**src/rtl/aip_pkg.sv**
```systemverilog
// Shared types and constants for the ASCII integer parser.
// No dependencies; the RTL files refer to it by scoped names, the testbench imports it.
`default_nettype none

package aip_pkg;

    // Parser sizing
    localparam int VALUE_WIDTH = 64;
    localparam int MAX_CHARS   = 4096;
    localparam int POS_W       = $clog2(MAX_CHARS + 1);
    localparam int BASE_W      = 6;
    localparam int DIGIT_W     = 6;
    localparam int PROD_W      = VALUE_WIDTH + BASE_W;
    localparam int OUT_W       = 64;
    localparam int OFFSET_W    = 13;
    localparam int CHAR_W      = 8;

    // Bases
    localparam logic [BASE_W-1:0] BASE_AUTO  = BASE_W'(0);
    localparam logic [BASE_W-1:0] BASE_BAD   = BASE_W'(1);
    localparam logic [BASE_W-1:0] BASE_OCT   = BASE_W'(8);
    localparam logic [BASE_W-1:0] BASE_DEC   = BASE_W'(10);
    localparam logic [BASE_W-1:0] BASE_HEX   = BASE_W'(16);
    localparam logic [BASE_W-1:0] BASE_MAX   = BASE_W'(36);
    localparam logic [BASE_W-1:0] BASE_RESET = BASE_DEC;

    // Digit code for a character that is no digit in any base
    localparam logic [DIGIT_W-1:0] NO_DIGIT = '1;

    // Queue between classifier and executor
    localparam int QUEUE_DEPTH = 2;

    // Configuration port
    localparam int CFG_ADDR_W = 3;
    localparam int CFG_DATA_W = 32;
    localparam logic CFG_IDX_BASE = 1'b0;

    // Saturation bounds, sign-extended to the output width
    localparam logic [OUT_W-1:0] OUT_LIM = OUT_W'(1) << (VALUE_WIDTH - 1);
    localparam logic [OUT_W-1:0] OUT_POS_MAX = OUT_LIM - OUT_W'(1);
    localparam logic [OUT_W-1:0] OUT_NEG_MIN = OUT_W'(0) - OUT_LIM;

    typedef struct packed {
        logic [CHAR_W-1:0] text_char;
        logic              last_char;
    } t_in_item;

    typedef struct packed {
        logic signed [OUT_W-1:0] parsed_value;
        logic [OFFSET_W-1:0]     end_offset;
        logic                    digits_found;
        logic                    range_error;
    } t_out_item;

    // Classified character as it travels through the queue
    typedef struct packed {
        logic [DIGIT_W-1:0] digit;
        logic               is_space;
        logic               is_sign;
        logic               is_minus;
        logic               is_zero;
        logic               is_x;
        logic               last;
    } t_char_class;

endpackage

`default_nettype wire

```
**src/rtl/aip_front.sv**
```systemverilog
// Front end: input handshake and character classification.
// Depends on aip_pkg; feeds aip_fifo.
`default_nettype none

module aip_front (
    input  wire logic              i_in_valid,
    input  aip_pkg::t_in_item      i_in_data,
    input  wire logic              i_queue_full,
    output logic                   o_in_stall,
    output logic                   o_push,
    output aip_pkg::t_char_class   o_push_data
);

    logic [aip_pkg::CHAR_W-1:0] c;
    logic [aip_pkg::CHAR_W-1:0] letter_val;

    assign c = i_in_data.text_char;

    // Hold the sender while the queue has no room
    assign o_in_stall = i_queue_full;
    assign o_push     = i_in_valid && !i_queue_full;

    // Fold case and map letters to 10..35
    assign letter_val = (c & ~8'h20) - 8'h41 + 8'd10;

    // Classify the character
    always_comb begin
        o_push_data          = '0;
        o_push_data.last     = i_in_data.last_char;
        o_push_data.is_space = (c inside {8'h20, 8'h09, 8'h0A, 8'h0B, 8'h0C, 8'h0D});
        o_push_data.is_sign  = (c == 8'h2B) || (c == 8'h2D);
        o_push_data.is_minus = (c == 8'h2D);
        o_push_data.is_zero  = (c == 8'h30);
        o_push_data.is_x     = (c == 8'h78) || (c == 8'h58);
        if (c inside {[8'h30:8'h39]}) begin
            o_push_data.digit = aip_pkg::DIGIT_W'(c - 8'h30);
        end else if (c inside {[8'h41:8'h5A], [8'h61:8'h7A]}) begin
            o_push_data.digit = letter_val[aip_pkg::DIGIT_W-1:0];
        end else begin
            o_push_data.digit = aip_pkg::NO_DIGIT;
        end
    end

endmodule

`default_nettype wire

```
**src/rtl/aip_fifo.sv**
```systemverilog
// Short queue of classified characters between front and back.
// Depends on aip_pkg for the entry type and depth.
`default_nettype none

module aip_fifo (
    input  wire logic              i_clk,
    input  wire logic              i_rst_n,
    input  wire logic              i_push,
    input  aip_pkg::t_char_class   i_push_data,
    input  wire logic              i_pop,
    output aip_pkg::t_char_class   o_pop_data,
    output logic                   o_full,
    output logic                   o_empty
);

    localparam int IDX_W = (aip_pkg::QUEUE_DEPTH > 1) ? $clog2(aip_pkg::QUEUE_DEPTH) : 1;
    localparam int CNT_W = $clog2(aip_pkg::QUEUE_DEPTH + 1);
    localparam logic [IDX_W-1:0] LAST_IDX = IDX_W'(aip_pkg::QUEUE_DEPTH - 1);

    aip_pkg::t_char_class r_mem [aip_pkg::QUEUE_DEPTH];
    logic [IDX_W-1:0] r_wr_ptr, n_wr_ptr;
    logic [IDX_W-1:0] r_rd_ptr, n_rd_ptr;
    logic [CNT_W-1:0] r_count, n_count;

    assign o_full     = (r_count == CNT_W'(aip_pkg::QUEUE_DEPTH));
    assign o_empty    = (r_count == '0);
    assign o_pop_data = r_mem[r_rd_ptr];

    // Advance pointers and count
    always_comb begin
        n_wr_ptr = r_wr_ptr;
        n_rd_ptr = r_rd_ptr;
        n_count  = r_count;
        if (i_push) begin
            n_wr_ptr = (r_wr_ptr == LAST_IDX) ? '0 : r_wr_ptr + IDX_W'(1);
        end
        if (i_pop) begin
            n_rd_ptr = (r_rd_ptr == LAST_IDX) ? '0 : r_rd_ptr + IDX_W'(1);
        end
        if (i_push && !i_pop) begin
            n_count = r_count + CNT_W'(1);
        end else if (!i_push && i_pop) begin
            n_count = r_count - CNT_W'(1);
        end
    end

    always_ff @(posedge i_clk) begin
        if (!i_rst_n) begin
            r_wr_ptr <= '0;
            r_rd_ptr <= '0;
            r_count  <= '0;
        end else begin
            r_wr_ptr <= n_wr_ptr;
            r_rd_ptr <= n_rd_ptr;
            r_count  <= n_count;
        end
    end

    // Store entries
    always_ff @(posedge i_clk) begin
        if (i_push) begin
            r_mem[r_wr_ptr] <= i_push_data;
        end
    end

endmodule

`default_nettype wire

```
**src/rtl/aip_exec.sv**
```systemverilog
// Back end: parse state machine, multiply-accumulate and result register.
// Depends on aip_pkg; reads classified characters from aip_fifo.
`default_nettype none

module aip_exec (
    input  wire logic                        i_clk,
    input  wire logic                        i_rst_n,
    input  wire logic [aip_pkg::BASE_W-1:0]  i_cfg_base,
    input  wire logic                        i_head_valid,
    input  aip_pkg::t_char_class             i_head,
    output logic                             o_pop,
    output logic                             o_out_valid,
    output aip_pkg::t_out_item               o_out_data,
    input  wire logic                        i_out_stall
);

    localparam logic [2:0] PH_SPACE  = 3'd0;
    localparam logic [2:0] PH_SIGNED = 3'd1;
    localparam logic [2:0] PH_ZERO   = 3'd2;
    localparam logic [2:0] PH_PREFIX = 3'd3;
    localparam logic [2:0] PH_DIGITS = 3'd4;
    localparam logic [2:0] PH_DONE   = 3'd5;

    localparam int VW = aip_pkg::VALUE_WIDTH;
    localparam int PW = aip_pkg::PROD_W;
    localparam int BW = aip_pkg::BASE_W;
    localparam int QW = aip_pkg::POS_W;
    localparam logic [PW-1:0] LIM_P = PW'(1) << (VW - 1);
    localparam logic [QW-1:0] POS_MAX = QW'(aip_pkg::MAX_CHARS);

    // Parser state
    logic [2:0]    r_phase, n_phase;
    logic [VW-1:0] r_mag, n_mag;
    logic          r_minus, n_minus;
    logic [BW-1:0] r_base, n_base;
    logic          r_ovf, n_ovf;
    logic [QW-1:0] r_pos, n_pos;
    logic [QW-1:0] r_dend, n_dend;
    logic          r_any, n_any;

    // Result register
    logic               r_out_valid, n_out_valid;
    aip_pkg::t_out_item r_out, n_out;

    logic          out_free;
    logic          first_char;
    logic          bad_cfg;
    logic [BW-1:0] base_in;
    logic [2:0]    phase_in;
    logic [PW-1:0] prod;
    logic [PW-1:0] sum;
    logic          ovf_now;
    logic [QW-1:0] pos_next;
    logic          take;
    logic [BW-1:0] first_base;
    logic [aip_pkg::OUT_W-1:0] mag_ext;

    assign out_free    = !r_out_valid || !i_out_stall;
    assign o_pop       = i_head_valid && (out_free || !i_head.last);
    assign o_out_valid = r_out_valid;
    assign o_out_data  = r_out;

    // Sample the base on the first character of a string
    assign first_char = (r_pos == '0) && (r_phase == PH_SPACE);
    assign bad_cfg    = (i_cfg_base == aip_pkg::BASE_BAD) || (i_cfg_base > aip_pkg::BASE_MAX);
    assign base_in    = first_char ? i_cfg_base : r_base;
    assign phase_in   = (first_char && bad_cfg) ? PH_DONE : r_phase;
    assign first_base = (base_in == aip_pkg::BASE_AUTO) ? aip_pkg::BASE_DEC : base_in;

    // Multiply-accumulate; magnitude is zero whenever the base is not yet settled
    assign prod     = PW'(r_mag) * PW'(r_base);
    assign sum      = prod + PW'(i_head.digit);
    assign ovf_now  = r_ovf || (sum > LIM_P);
    assign pos_next = (r_pos >= POS_MAX) ? POS_MAX : r_pos + QW'(1);

    // Step the parser
    always_comb begin
        n_phase = phase_in;
        n_base  = base_in;
        n_minus = r_minus;
        n_mag   = r_mag;
        n_ovf   = r_ovf;
        n_dend  = r_dend;
        n_any   = r_any;
        n_pos   = r_pos;
        take    = 1'b0;
        case (phase_in)
            PH_SPACE, PH_SIGNED: begin
                if (phase_in == PH_SPACE && i_head.is_space) begin
                    n_phase = PH_SPACE;
                end else if (phase_in == PH_SPACE && i_head.is_sign) begin
                    n_minus = i_head.is_minus;
                    n_phase = PH_SIGNED;
                end else if (i_head.is_zero && (base_in == aip_pkg::BASE_AUTO ||
                                                base_in == aip_pkg::BASE_HEX)) begin
                    n_base  = (base_in == aip_pkg::BASE_AUTO) ? aip_pkg::BASE_OCT : base_in;
                    take    = 1'b1;
                    n_phase = PH_ZERO;
                end else begin
                    n_base = first_base;
                    if (i_head.digit >= first_base) begin
                        n_phase = PH_DONE;
                    end else begin
                        take    = 1'b1;
                        n_phase = PH_DIGITS;
                    end
                end
            end
            PH_ZERO, PH_DIGITS: begin
                if (phase_in == PH_ZERO && i_head.is_x) begin
                    n_phase = PH_PREFIX;
                end else if (i_head.digit >= base_in) begin
                    n_phase = PH_DONE;
                end else begin
                    take    = 1'b1;
                    n_phase = PH_DIGITS;
                end
            end
            PH_PREFIX: begin
                if (i_head.digit < aip_pkg::BASE_HEX) begin
                    n_base  = aip_pkg::BASE_HEX;
                    take    = 1'b1;
                    n_phase = PH_DIGITS;
                end else begin
                    n_phase = PH_DONE;
                end
            end
            default: begin
                n_phase = phase_in;
            end
        endcase
        if (take) begin
            n_ovf  = ovf_now;
            n_mag  = ovf_now ? LIM_P[VW-1:0] : sum[VW-1:0];
            n_any  = 1'b1;
            n_dend = pos_next;
        end
        n_pos = pos_next;
    end

    assign mag_ext = aip_pkg::OUT_W'(n_mag);

    // Build the result and drop the parse state on the last character
    always_comb begin
        n_out_valid = r_out_valid && i_out_stall;
        n_out       = r_out;
        if (o_pop && i_head.last) begin
            n_out_valid = 1'b1;
            n_out       = '0;
            if (n_any) begin
                n_out.digits_found = 1'b1;
                n_out.end_offset   = aip_pkg::OFFSET_W'(n_dend);
                if (n_ovf || (!n_minus && PW'(n_mag) >= LIM_P)) begin
                    n_out.range_error  = 1'b1;
                    n_out.parsed_value = n_minus ? aip_pkg::OUT_NEG_MIN
                                                 : aip_pkg::OUT_POS_MAX;
                end else begin
                    n_out.parsed_value = n_minus ? aip_pkg::OUT_W'(0) - mag_ext : mag_ext;
                end
            end
        end
    end

    always_ff @(posedge i_clk) begin
        if (!i_rst_n) begin
            r_phase     <= PH_SPACE;
            r_mag       <= '0;
            r_minus     <= 1'b0;
            r_base      <= aip_pkg::BASE_AUTO;
            r_ovf       <= 1'b0;
            r_pos       <= '0;
            r_dend      <= '0;
            r_any       <= 1'b0;
            r_out_valid <= 1'b0;
        end else begin
            r_out_valid <= n_out_valid;
            if (o_pop && i_head.last) begin
                r_phase <= PH_SPACE;
                r_mag   <= '0;
                r_minus <= 1'b0;
                r_base  <= aip_pkg::BASE_AUTO;
                r_ovf   <= 1'b0;
                r_pos   <= '0;
                r_dend  <= '0;
                r_any   <= 1'b0;
            end else if (o_pop) begin
                r_phase <= n_phase;
                r_mag   <= n_mag;
                r_minus <= n_minus;
                r_base  <= n_base;
                r_ovf   <= n_ovf;
                r_pos   <= n_pos;
                r_dend  <= n_dend;
                r_any   <= n_any;
            end
        end
    end

    // Hold the result payload
    always_ff @(posedge i_clk) begin
        r_out <= n_out;
    end

endmodule

`default_nettype wire

```
**src/rtl/ascii_integer_parser_core.sv**
```systemverilog
// Top level of the ASCII integer parser: config register, front, queue, back.
// Depends on aip_pkg, aip_front, aip_fifo and aip_exec.
//
//   port group   direction  handshake            payload
//   in           receive    i_in_valid/o_in_stall  i_in_data  (t_in_item)
//   out          send       o_out_valid/i_out_stall o_out_data (t_out_item)
//   config       APB slave  psel/penable/pready    paddr/pwdata/prdata
//
// One character per cycle while no stalled result holds back a last
// character; the back end's combinational 64x6 multiply-accumulate and
// overflow compare allow that rate. With the queue empty and the result
// register free, a last character taken at the input passes through the
// queue into the result register. Reset clears the queue, the parse state
// and the result valid flag, and sets number_base to 10. The input stalls
// while the two-entry queue is full; a stalled result holds, and characters
// keep flowing until the next last character reaches the back end.
`default_nettype none

module ascii_integer_parser_core (
    input  wire logic                              i_clk,
    input  wire logic                              i_rst_n,
    input  wire logic                              i_in_valid,
    input  aip_pkg::t_in_item                      i_in_data,
    output logic                                   o_in_stall,
    output logic                                   o_out_valid,
    output aip_pkg::t_out_item                     o_out_data,
    input  wire logic                              i_out_stall,
    input  wire logic                              psel,
    input  wire logic                              penable,
    input  wire logic                              pwrite,
    input  wire logic [aip_pkg::CFG_ADDR_W-1:0]    paddr,
    input  wire logic [aip_pkg::CFG_DATA_W-1:0]    pwdata,
    output logic [aip_pkg::CFG_DATA_W-1:0]         prdata,
    output logic                                   pready
);

    logic [aip_pkg::BASE_W-1:0] r_number_base;
    logic                       cfg_write;
    logic                       push;
    logic                       pop;
    logic                       queue_full;
    logic                       queue_empty;
    aip_pkg::t_char_class       push_data;
    aip_pkg::t_char_class       head;

    // Configuration register
    assign pready    = 1'b1;
    assign cfg_write = psel && penable && pwrite && pready &&
                       (paddr[2] == aip_pkg::CFG_IDX_BASE);
    assign prdata    = (paddr[2] == aip_pkg::CFG_IDX_BASE)
                     ? aip_pkg::CFG_DATA_W'(r_number_base) : '0;

    always_ff @(posedge i_clk) begin
        if (!i_rst_n) begin
            r_number_base <= aip_pkg::BASE_RESET;
        end else if (cfg_write) begin
            r_number_base <= pwdata[aip_pkg::BASE_W-1:0];
        end
    end

    aip_front u_front (
        .i_in_valid   (i_in_valid),
        .i_in_data    (i_in_data),
        .i_queue_full (queue_full),
        .o_in_stall   (o_in_stall),
        .o_push       (push),
        .o_push_data  (push_data)
    );

    aip_fifo u_queue (
        .i_clk       (i_clk),
        .i_rst_n     (i_rst_n),
        .i_push      (push),
        .i_push_data (push_data),
        .i_pop       (pop),
        .o_pop_data  (head),
        .o_full      (queue_full),
        .o_empty     (queue_empty)
    );

    aip_exec u_exec (
        .i_clk        (i_clk),
        .i_rst_n      (i_rst_n),
        .i_cfg_base   (r_number_base),
        .i_head_valid (!queue_empty),
        .i_head       (head),
        .o_pop        (pop),
        .o_out_valid  (o_out_valid),
        .o_out_data   (o_out_data),
        .i_out_stall  (i_out_stall)
    );

endmodule

`default_nettype wire

```
**config.mk**
```make
export PLATFORM = sky130hd
export DESIGN_NAME = ascii_integer_parser_core
export DESIGN_NICKNAME = d
export VERILOG_FILES = /design/src/rtl/aip_pkg.sv /design/src/rtl/aip_front.sv /design/src/rtl/aip_fifo.sv /design/src/rtl/aip_exec.sv /design/src/rtl/ascii_integer_parser_core.sv
export SDC_FILE = /design/constraint.sdc
export NUM_CORES = 2
export LEC_CHECK = 0
export BUFFER_PORTS_ARGS = -buffer_cell sky130_fd_sc_hd__buf_2
export CAP_MARGIN = 20
export CORE_ASPECT_RATIO = 0.6
export CORE_MARGIN = 1.5
export CORE_UTILIZATION = 60
export DETAILED_ROUTE_END_ITERATION = 8
export GPL_TIMING_DRIVEN = 0
export PLACE_DENSITY_LB_ADDON = 0.08
export SKIP_CTS_REPAIR_TIMING = 1
export SLEW_MARGIN = 40
export SYNTH_ARGS = -nofsm -noshare
export SYNTH_HDL_FRONTEND = slang
export SYNTH_SLANG_ARGS = --single-unit
```
**constraint.sdc**
```tcl
create_clock -name i_clk -period 25.8 [get_ports i_clk]
set_input_delay 5.16 -clock i_clk [delete_from_list [all_inputs] [get_ports i_clk]]
set_output_delay 5.16 -clock i_clk [all_outputs]
set_load 0.01 [all_outputs]
```
; ---- Word level (Yosys, flattened, before mapping)
; Memories as Yosys holds them, arrays and structs flattened. A register that Yosys moved wholly into a read port is not among the register bits.
; Cells that the tools add are included.
[word_totals]
output_inout_bits = 114
memories = 1
reg_bits = 192
wordCells = 159
in_bits = 51
ramBits = 24
[classes]
addsub = 10
n_bitwise = 2
n_reduce_logical = 46
n_lt_le_gt_ge = 13
n_eq_ne = 18
mux = 51
n_mul = 1
[mem_list]
columns = name, words, word_bits, rd, rd_ports_with_merged_regs, wr, line
row1 = u_queue.r_mem, 2, 12, 1, 1, 1, aip_fifo.sv:20  ; aip_pkg::t_char_class r_mem [aip_pkg::QUEUE_DEPTH];
[ops]
columns = operator, n
row1 = 64-bit two-way mux, 5
row2 = 70-bit by 6-bit adder with 70-bit output, 1
row3 = "70-bit by 64-bit greater-than comparator with 1-bit output, second input constant", 1
row4 = 64-bit by 6-bit multiplier with 70-bit output, 1
row5 = "64-bit greater-or-equal comparator, second input constant", 1
row6 = "1-bit by 64-bit subtractor with 64-bit output, first input constant", 1
row7 = 6-bit two-way mux, 10
row8 = "8-bit by 4-bit equality test with 1-bit output, second input constant", 5
row9 = "8-bit by 6-bit equality test with 1-bit output, second input constant", 4
row10 = 13-bit two-way mux, 2
row11 = 1-bit two-way mux, 23
row12 = 1-bit logical AND, 19
row13 = "8-bit by 7-bit equality test with 1-bit output, second input constant", 2
row14 = "8-bit by 7-bit greater-or-equal comparator with 1-bit output, second input constant", 2
row15 = "8-bit by 7-bit less-or-equal comparator with 1-bit output, second input constant", 2
row16 = 3-bit two-way mux, 5
row17 = "13-bit by 1-bit adder with 13-bit output, second input constant", 1
row18 = "13-bit greater-or-equal comparator, second input constant", 1
row19 = 13-bit logical NOT, 1
row20 = 6-bit greater-or-equal comparator, 2
row21 = 6-bit case mux with 2 select lines, 1
row22 = 3-bit case mux with 3 select lines, 1
row23 = "8-bit by 6-bit greater-or-equal comparator with 1-bit output, second input constant", 1
row24 = "8-bit by 6-bit less-or-equal comparator with 1-bit output, second input constant", 1
row25 = 25 further kinds, 48

; ---- Depth between registers and ports, before layout
[logic_depth]
ltp_word = 17
ltp_mapped = 37
depth_no_buf = 30

; ---- Cells and area by module
; From an unflattened synthesis, not the netlist that was laid out.
[hier_totals]
hier_cells = 3280
hier_area_um2 = 27909.3
[by_module_without_submodules]
columns = mod, instances, cells_each, area_each_um2, seq_area_each_um2
row1 = aip_exec, 1, 3086, 25782.2, 4434.3
row2 = aip_fifo, 1, 59, 1079.8, 820.8
row3 = ascii_integer_parser_core, 1, 63, 526.8, 120.1
row4 = aip_front, 1, 72, 520.5, 0.0

; ---- Worst setup path before layout
; No wires, ideal clock.
[synth_path]
kind = input port to output port
start = input port paddr[2] (netlist bit)
end = output port prdata[0] (netlist bit)
stages = 1
setup_slack_ns = 15.302
t_required_ns = 20.640
t_arrival_ns = 5.338
path_buffers = 0
cell_sequence = nor2b_1
[synth_between]
elab_chain_len = 1
[synth_rtl]
columns = element, line
row1 = start: declaration, ascii_integer_parser_core.sv:31  ; input wire logic [aip_pkg::CFG_ADDR_W-1:0] paddr,
row2 = 6-bit two-way mux, ascii_integer_parser_core.sv:51  ; ? aip_pkg::CFG_DATA_W'(r_number_base) : '0;
row3 = end: declaration, ascii_integer_parser_core.sv:33  ; output logic [aip_pkg::CFG_DATA_W-1:0] prdata,
; No other way between the ends.

; ---- Worst setup path in the final report
[layout_path]
start = register u_exec.r_base[4]
end = register u_exec.r_out (netlist bit u_exec.o_out_data[65]), data pin
[layout_between]
elab_chain_len = 14
word_cells_on_any_way = 29
classes_between = 2 x add/sub / 1 x mul / 4 x order compare / 1 x eq/ne / 15 x mux / 6 x reduce/logical
[layout_rtl]
columns = element, line
row1 = start: declaration, aip_exec.sv:35  ; logic [BW-1:0] r_base, n_base;
row2 = start signal: assignment, aip_exec.sv:169  ; r_base <= aip_pkg::BASE_AUTO;
row3 = start signal: assignment, aip_exec.sv:181  ; r_base <= aip_pkg::BASE_AUTO;
row4 = start signal: assignment, aip_exec.sv:190  ; r_base <= n_base;
row5 = branches (longest 14 deep; another with 64-bit by 6-bit multiplier with 70-bit output), -
row6 = end signal: assignment, aip_exec.sv:201  ; r_out <= n_out;
row7 = end: declaration, aip_exec.sv:43  ; aip_pkg::t_out_item r_out, n_out;
; Parallel ways; which one is timed is not known.
; A chain may end at the register's enable or synchronous reset.

==> impl_metrics.py <==
metrics = {
    "status": {
        "status": "finished, final reports clean",
    },
    "worst_setup_path": {
        "r2r-start": "u_exec.r_base[4]$_SDFFE_PP0P_",
        "cp.arrival_ns": 12.62,
        "setup_slack_on_the_worst_flop_to_flop_path_ns": 13.48,
        "critPathSlowestCell": "nor3_2",
        "worst_setup_path_startpoint": "u_exec.r_base[4]$_SDFFE_PP0P_",
        "worstSetupStartpointType": "flop",
        "cpPeakStageDelay_ns": 0.86,
        "crit_type": "reg -> reg",
        "crit_top_cell": "clkbuf_1",
        "end_kind": "flop",
        "worstReg2RegEnd": "u_exec.o_out_data[65]$_SDFFCE_PN0P_",
        "worst-r2r-cell-count": 31,
        "critPathRequiredTime_ns": 26.10,
        "path_max_fanout": 11,
    },
    "logic_synthesis": {
        "synth_edf_count": 103,
        "yosys_warnings": 0,
        "leading_area_contributor_after_synthesis": "fa_1",
        "mux_share_of_post_synthesis_cell_area_pct": 1.46,
        "synth_top_area_share_pct": 18.3,
        "synth-adder-area-share_pct": 26.0,
        "postSynthCellCount": 3299,
        "ys.flop_type": "dfxtp_1",
        "synth-seq-cells": 217,
        "synth_simple_gate_area_share_pct": 25.5,
        "synth-compound-area-share_pct": 18.5,
        "syn-mean-instance-area_um2": 8.37,
        "netlist_area_mm2": 0.0276,
        "post_synth_num_cell_types": 98,
        "synth_seq_area_share_pct": 19.5,
        "post_synth_main_area_contributors": "fa_1, edfxtp_1, dfxtp_1",
        "dominant_combinational_cell_family_by_area_after_synthesis": "adder cells",
        "xor_xnor_portion_of_the_synthesized_cell_area_pct": 3.33,
        "asyncSetResetFlopFracSynth_pct": 0,
    },
    "final_layout": {
        "num-fill-cells": 3664,
        "finished_layout_cells": 4104,
        "layout_cells_sized_above_1_pct": 8.71,
        "nets": 3937,
        "layout-area-overhead-vs-synth_pct": 8.82,
    },
    "power": {
        "max-vdd-ir-drop_mv": 0.0816,
        "power_switching_share_pct": 53.5,
        "clockPowerShare_pct": 15.7,
        "comb_power_share_pct": 62.1,
        "netSwitchingPower_uw": 1100,
        "power.density_cell_area_mw_per_mm2": 68.7,
        "p_leak_uw": 0.0135,
        "power.sequential.fraction_pct": 22.2,
        "power.internal_uw": 961,
    },
    "timing": {
        "setup_violations": 0,
        "report.final.slew_viol_count": 0,
        "grt_setup_unrepaired": "no",
        "worstMarginPinSlew_ns": 1.03,
        "fin_crit_ns": 12.32,
        "max-slew-margin-rel_pct": 30.6,
        "timing.clock.skew_ns": 0.0389,
        "period_share_pct": 47.7,
        "tns_ns": 0,
        "fmax_ghz": 0.0812,
        "hold_viol": 0,
    },
    "routing": {
        "route.antenna.remaining_nets": 0,
        "detail_route.iter0.violations": 4106,
        "routed-via-count": 28279,
        "routed_via_density": 6.89,
        "wl_per_cell_um": 27.8,
        "drcViolationCount": 0,
        "detail_route.wirelength_um": 114000,
        "drt_pre_antenna_iters": 8,
    },
    "flow_run": {
        "max_cap_viol_count": 0,
    },
    "min_path": {
        "hp-start": "u_exec.r_dend[9]$_SDFFE_PP0P_",
        "hold_path_end": "u_exec.r_dend[9]$_SDFFE_PP0P_",
        "min-delay-path-class": "reg -> reg",
        "hold_path_depth": 2,
    },
    "clocking": {
        "tritoncts": "done",
        "numClockSinks": 217,
        "clockRootBuffer": "clkbuf_16",
        "clock_latency_ns": 0.57,
        "ctsLongestPathBuffers": 3,
        "cts_made_buffers": 22,
        "clock_pin_slew_reported_for_the_worst_setup_and_hold_paths_after_clock_tree_synthesis_ns": 0.09,
        "htreeDepth": 1,
    },
    "grt": {
        "antenna_found_initial": 8,
        "first_global_vias": 27074,
        "grt-ovfl-total": 0,
        "grt_start_max_net_pins": 26,
        "first_pass_grt_wire_length_um": 169000,
        "gr-usage-all-layers_pct": 47.8,
    },
    "placement": {
        "buffer_ports.inserted": 109,
        "dp_hpwl_um": 91300,
        "dp_cells": 4058,
        "finalWeightedCongestion": 1.10,
    },
    "floorplan": {
        "placementRows": 60,
        "die_height_um": 169,
        "chipWidth_um": 280,
        "initial_utilization_pct": 61.2,
        "boundaryPins": 165,
        "core_region_area_mm2": 0.0451,
        "floorplan.die_area_mm2": 0.0474,
    },
}
## cells in the mapped netlist, types with 13 or more instances
master	number
a211oi_1	42
a21o_1	32
a21oi_1	216
a221oi_1	24
a22oi_1	60
a31oi_1	25
and2_1	363
and3_1	33
and4_1	16
buf_1	16
buf_2	27
buf_4	28
clkbuf_1	206
dfxtp_1	114
edfxtp_1	103
fa_1	252
ha_1	170
inv_1	108
mux2i_1	29
nand2_1	318
nand2b_1	18
nand3_1	53
nand4_1	44
nor2_1	289
nor2b_1	20
nor3_1	65
nor3b_1	14
nor4_1	37
o211ai_1	18
o21a_1	18
o21ai_0	134
o21ai_1	14
o31ai_1	23
or2_2	13
or3_1	31
xnor2_1	56
xor2_1	49
## per-layer routing
metal,GRT usage [%],part of all wire (%),vias up
li1,-,-,11922
met1,62.2,38,13550
met3,26.8,19,365
met5,0,0.14,-
met4,15.8,3.8,18
met2,66.7,39,2424
## worst max-delay path, delay by kind of cell, from the launching register on
| family | cells | cell delay [ns] |
|---|---|---|
| simple gates | 9 | 3.05 |
| fa+ha+maj | 6 | 2.57 |
| compound gates | 8 | 3.02 |
| flops | 1 | 0.44 |
| buf+inv | 7 | 2.65 |
| xor+xnor | 1 | 0.29 |
## flip-flops by register name, indices dropped and copies added (netlist names), named ones only
| register | flops |
|---|---|
| u_exec.r_minus | 1 |
| u_queue.r_mem | 24 |
| u_exec.o_out_data | 79 |
| u_exec.r_dend | 13 |
| u_exec.r_mag | 64 |
| u_exec.r_pos | 13 |
| u_exec.r_phase | 3 |
| u_queue.r_count | 2 |
| u_queue.r_wr_ptr | 1 |
| r_number_base | 6 |
| u_exec.r_base | 6 |
| u_exec.r_ovf | 1 |
| u_queue.r_rd_ptr | 1 |
| u_exec.r_any | 1 |
| u_exec.o_out_valid | 1 |
## cells in the final DEF (no fill, tap or decap), types with 51 or more instances in the layout
master	n
nor3_1	64
nand3_1	53
o21ai_0	134
buf_2	136
dfxtp_1	114
fa_1	252
xnor2_1	51
a22oi_1	60
nor2_1	286
clkbuf_1	193
a21oi_1	216
edfxtp_1	103
and2_1	363
ha_1	170
nand2_1	318
inv_1	110
## area by class of cell
cell class | count | area (µm²) | area share, %
multi-input combinational | 2720 | 20900 | 69.6
sequential | 217 | 5380 | 17.9
buffer | 278 | 1210 | 4.04
tap | 620 | 776 | 2.58
clock buffer | 29 | 639 | 2.13
timing repair buffer | 116 | 634 | 2.11
inverter | 109 | 409 | 1.36
clock inverter | 10 | 70.1 | 0.233
antenna | 5 | 12.5 | 0.0416
## power groups by stage
stage	registers (µW)	logic (µW)	clock network, µW
finish	459	1280	325
global route	463	1310	335
CTS	457	1210	322
detailed placement	464	1200	0
global placement	471	1170	0
floorplan	485	699	0
## worst max path at each step
stage,cells after the start,slack [ns],to
global placement,34,13.30,u_exec.o_out_data[77]$_SDFFCE_PN0P_
finish,31,13.48,u_exec.o_out_data[65]$_SDFFCE_PN0P_
floorplan,1,15.30,prdata[0]
global route,31,13.49,u_exec.o_out_data[77]$_SDFFCE_PN0P_
detailed placement,31,14.05,u_exec.o_out_data[77]$_SDFFCE_PN0P_
CTS,31,14.01,u_exec.o_out_data[77]$_SDFFCE_PN0P_
## cells by family (layout without fill, tap and decap cells)
| kind of cell | Yosys count | in the layout |
|---|---|---|
| and+or+nand+nor | 1358 | 1358 |
| adders and majority gates | 422 | 422 |
| DFF | 217 | 217 |
| AOI/OAI and AO/OA | 769 | 769 |
| xor gates and xnor gates | 105 | 105 |
| buffers and inverters | 387 | 542 |
| muxes | 39 | 39 |
| other | 2 | 32 |
## metrics by stage
step | worst slack (ns) | hold WS (ns) | area, µm² | power, µW | util, %
4_1_cts | 14.01 | 0.461 | 29900 | 1980 | 66.4
5_1_grt | 13.49 | 0.478 | 30000 | 2110 | 66.6
2_1_floorplan | 15.30 | 0.437 | 27700 | 1180 | -
6_report | 13.48 | 0.463 | 30100 | 2070 | 66.6
3_3_place_gp | 13.30 | 0.445 | 29000 | 1640 | 64.4
3_5_place_dp | 14.05 | 0.452 | 29200 | 1660 | 64.8
Power figures use the tool's default switching activity.
